<file path="config.mk">
export PLATFORM = sky130hd
export DESIGN_NAME = psg_rdd_ram
export DESIGN_NICKNAME = d
export VERILOG_FILES = /design/src/rtl/psg_register_dump_decompressor_macros.svh /design/src/rtl/psg_rdd_ram.sv
export SDC_FILE = /design/constraint.sdc
export NUM_CORES = 2
export LEC_CHECK = 0
export ABC_AREA = 1
export BUFFER_PORTS_ARGS = -buffer_cell sky130_fd_sc_hd__buf_2
export CORE_UTILIZATION = 67
export CTS_BUF_LIST = sky130_fd_sc_hd__clkbuf_2 sky130_fd_sc_hd__clkbuf_4 sky130_fd_sc_hd__clkbuf_8
export DETAILED_ROUTE_END_ITERATION = 8
export MAX_ROUTING_LAYER = met4
export PLACE_DENSITY_LB_ADDON = 0.08
export RECOVER_POWER = 50
export SYNTH_ARGS = -nofsm -noshare
export SYNTH_HDL_FRONTEND = slang
export SYNTH_SLANG_ARGS = --single-unit
export TNS_END_PERCENT = 20
</file>
<file path="constraint.sdc">
create_clock -name i_clk -period 4.49 [get_ports i_clk]
set_clock_uncertainty 0.1 [all_clocks]
set_input_delay 0.2245 -clock i_clk [delete_from_list [all_inputs] [get_ports i_clk]]
set_output_delay 0.2245 -clock i_clk [all_outputs]
set_load 0.02 [all_outputs]
</file>
<file path="src/rtl/psg_register_dump_decompressor_macros.svh">
// Assertion macros for the register-dump decompressor.
// Included by the RTL files that carry concurrent checks.
`ifndef PSG_REGISTER_DUMP_DECOMPRESSOR_MACROS_SVH
`define PSG_REGISTER_DUMP_DECOMPRESSOR_MACROS_SVH

`ifndef ASSERT_OFF
`define PSG_ASSERT(lbl, clk, rst_n, prop, msg) \
    lbl: assert property (@(posedge clk) disable iff (!rst_n) prop) else $error(msg);
`define PSG_ASSERT_ALWAYS(lbl, clk, prop, msg) \
    lbl: assert property (@(posedge clk) prop) else $error(msg);
`else
`define PSG_ASSERT(lbl, clk, rst_n, prop, msg)
`define PSG_ASSERT_ALWAYS(lbl, clk, prop, msg)
`endif

`endif

</file>
<file path="src/rtl/psg_rdd_ram.sv">
// Generic simple dual-port RAM: one write port, one read port with registered data.
// No dependencies.
`timescale 1ns / 1ps
`default_nettype none

module psg_rdd_ram #(
    parameter int WIDTH = 8,
    parameter int DEPTH = 256
) (
    input  wire logic                     i_clk,
    input  wire logic                     i_we,
    input  wire logic [$clog2(DEPTH)-1:0] i_waddr,
    input  wire logic [WIDTH-1:0]         i_wdata,
    input  wire logic [$clog2(DEPTH)-1:0] i_raddr,
    output logic      [WIDTH-1:0]         o_rdata
);

    logic [WIDTH-1:0] r_mem [DEPTH];

    always_ff @(posedge i_clk) begin
        if (i_we) begin
            r_mem[i_waddr] <= i_wdata;
        end
        o_rdata <= r_mem[i_raddr];
    end

endmodule

`default_nettype wire

</file>
======== After elaboration in Yosys (flattened, before gate mapping) ========
Memory sizes are Yosys's and may differ from the RTL's. A register that Yosys moved wholly into a read port is not among the register bits.
Index checks and enable logic that the tools add are counted.
storage, ports and cells
  RAM bits ................................ 2048
  logic and storage cells ................. 3
  bits in registers ....................... 0
  memories ................................ 1
  output and inout port bits .............. 8
  bits of input ports ..................... 26
memories
  name   words  bits a word  read ports  clocked after Yosys merged registers in  write ports  line               source
  r_mem  256    8            1           1                                        1            psg_rdd_ram.sv:18  logic [WIDTH-1:0] r_mem [DEPTH];
operators by class
  multiplexer cells ....................... 2
operator list
  cell              count
  1-bit 2-to-1 mux  2

======== Logic depth before layout (Yosys ltp) ========
  depth in word-level cells ............... 2
  depth in mapped cells ................... 15

======== Worst setup path before layout ========
No wires, ideal clock.
  path kind ............................... input-to-reg
  start point ............................. in i_we
  end point ............................... mem r_mem[162][0], enable pin
  library setup time ...................... 0.370 ns
  cell stages on the path ................. 4
  data arrival time ....................... 1.346 ns
  path buffers ............................ 2
  required time ........................... 4.020 ns
  setup slack ............................. 2.674 ns
  cells stage by stage .................... clkbuf_1 -> nand3_1 -> clkbuf_1 -> nor2_1
on the way
  word-level cells in the longest chain between the ends .. 2
ends and longest elaborated chain
  item                                    line               source
  start, declared                         psg_rdd_ram.sv:11  input wire logic i_we,
  1-bit 2-to-1 mux                        psg_rdd_ram.sv:21  if (i_we) begin
  1-bit 2-to-1 mux (not written as such)  psg_rdd_ram.sv:22  r_mem[i_waddr] <= i_wdata;
  end, declared                           psg_rdd_ram.sv:18
No other way between the ends.

======== Worst setup path after layout ========
  start point ............................. in i_wdata[7]
  end point ............................... mem r_mem[4][7], data pin
RTL lines
  item             line               source
  start, declared  psg_rdd_ram.sv:13  input wire logic [WIDTH-1:0] i_wdata,
Straight into the memory's write port.

==> results.cfg <==
[grt]
grt.total_usage = 0.363
antenna_found_initial = 10
grt_overflow = 0
grt_pass1_wl_mm = 328
grt_start_max_net_pins = 164
grt_pass1_vias = 52300

[route]
dr_total_vias = 55600
ant_nets = 0
routedWlPerCell_um = 24.9
firstDrtPassIters = 8
routed_via_density = 6.26
drcViolationCount = 0
drt_iter0_markers = 8530
wl_mm = 221

[synthesis]
synth_top_family_by_area = simple AND/OR/NAND/NOR gates
yosysTopAreaCell = edfxtp_1
synth_xor_area_frac = 0
synth_compound_area_frac = 0
synth_fp_nets = 7029
synthSimpleGateAreaFrac = 0.229
synth_top_area_share = 0.737
avgSynthCellArea_um2 = 11.9
syn_inst = 7003
yosys_register_bits = 2056
synth_fa_ha_area_frac = 0
syn-cell-area_um2 = 83400
seq_area_frac_synth = 0.739
synth_area_leaders = edfxtp_1, nand3_1, nand2_1
yosysWarningCount = 0
yosysUniqueCellTypes = 14
synth_mux_area_frac = 0

[placement]
port_buffers = 33
placedInstanceArea_um2 = 84400
dpl_worst_slack_ns = 1.38
dpl.hpwl_mm = 122
post-place-cells = 8288
gp_congestion = 0.937

[finish]
finalNonFillerCells = 8877
stdcell_area_um2 = 90700
drive_above_1_share = 0.0856
nets = 7033
final_common_cell = nand2_1
syn2layout_area_growth_pct = 8.72
layout_common_cells = nand2_1, edfxtp_1, nand3_1, clkbuf_8, nor2_1
utilization = 0.733

[setup_path]
rr_startpoint = r_mem[228][2]$_DFFE_PP_
crit_family = buffers and inverters
ff2ff_path_depth = 12
crit_arrival_ns = 4.28
crit_path_max_fanout = 125
cpMaxStageDelayCell = clkbuf_2
crit_type = in2reg
worstReg2RegEnd = o_rdata[2]$_DFF_P_
cp_num_buf_inv = 3
critPathLaunchType = input port
worstPathCellList = dlygate4sd3_1 -> clkbuf_2 -> clkbuf_1
crit_cells = 3
cpPeakStageDelay_ns = 2.16
crit_path_end_kind = flip-flop
reg2reg_slack_ns = 1.30
cp.required_ns = 4.99

[sta]
fin_crit_sh = 0.843
rsz0062_at_grt = false
min_period_ns = 3.79
tightest_slew_ns = 3.22
fmax_mhz = 264
fin_setup_tns_ns = 0
fin_hold_ws_ns = 0.123
worst_slack_ns = 0.704
slew_headroom = -1.15
final-setup-viol-count = 0
slew_viol_final = 1121
hold_viol = 0

[clocking]
cts.reportedPaths.clkPinSlew_ns = 0.06
cts_setup_buffers = 0
cts-root-buf = clkbuf_8
numCtsBuffers = 333
clock_latency_ns = 1.06
post_cts_resized = 0
h-tree-depth = 5
cts_tree = built
cts.sinks = 2056
cts.path.max_buffers = 4
cts_hold_buf = 21

[floorplan]
dieArea_um2 = 126000
rows = 129
ioPinCount = 34
start_util = 0.675
fp.dieH_um = 355
core_um2 = 124000
die_x_um = 355

[power_and_ir_drop]
p_int_mw = 30.0
seqPwrFrac = 0.545
power_switching_mw = 8.92
p_per_area_nw_per_um2 = 429
p_leak_nw = 31.6
power_frac_comb = 0.061
peakVddDrop_v = 0.000440
clkPwrFrac = 0.394
p_total_mw = 38.9
p_sw_frac = 0.229

[run]
drv_cap = 13

[hold_path]
hold_path.class = in2reg
min_path_cells = 4
hp-start = i_raddr[7]
hold_end = o_rdata[7]$_DFF_P_

[status]
violations = capacitance limit, slew limit
outcome = complete, but fails checks
==> registers in the layout, summed over array words and instances (netlist names) <==
signal	flops
o_rdata	8
r_mem	2048
==> power groups by stage <==
stage	registers, mW	logic (mW)	clock network [mW]
3_5_place_dp	21.6	2.32	0
4_1_cts	21.2	2.35	15.4
3_3_place_gp	21.6	2.29	0
6_report	21.2	2.38	15.3
5_1_grt	21.2	2.53	16.2
2_1_floorplan	21.6	1.31	0
==> worst max path at each step <==
stage,start,to,slack [ns]
final,i_wdata[7],r_mem[4][7]$_DFFE_PP_,0.70
after floorplan,i_we,r_mem[162][0]$_DFFE_PP_,2.67
after CTS,r_mem[228][2]$_DFFE_PP_,o_rdata[2]$_DFF_P_,1.40
after global placement,i_raddr[0],o_rdata[0]$_DFF_P_,1.35
after global routing,i_wdata[6],r_mem[242][6]$_DFFE_PP_,0.62
after detailed placement,i_raddr[0],o_rdata[0]$_DFF_P_,1.38
==> worst min-delay path, delay by kind of cell <==
kind,cells,cell delay [ns]
AND/OR/NAND/NOR,2,0.16
buffers and inverters,2,0.76
==> synthesized netlist by cell type, drive strengths merged <==
library cell,number
buf,371
clkbuf,112
dfxtp,8
edfxtp,2048
inv,39
nand2,2123
nand3,2019
nor2,283
==> cell type report <==
type	count	area (um2)
repair buffers	152	1490
flip-flops and latches	2056	61700
clock inverters	98	537
well taps	1637	2050
diodes	10	25.0
fillers	8310	33000
multi-input cells	4425	19100
clock buffers	460	5590
inverters	39	180
==> logic make-up (layout without fill, tap and decap cells) <==
family / Yosys count / after routing
other cells: 0 / 10
simple gates: 4425 / 4425
flops: 2056 / 2056
buf+inv: 522 / 749
==> layer usage <==
| layer | vias up | track usage | routed length, um |
|---|---|---|---|
| li1 | 24900 | - | - |
| met1 | 26700 | 0.501 | 83900 |
| met2 | 3542 | 0.533 | 103000 |
| met3 | 487 | 0.0743 | 25500 |
| met4 | 0 | 0.153 | 9520 |
| met5 | - | - | 0 |
Note: power is estimated with default switching activity, not from simulation.
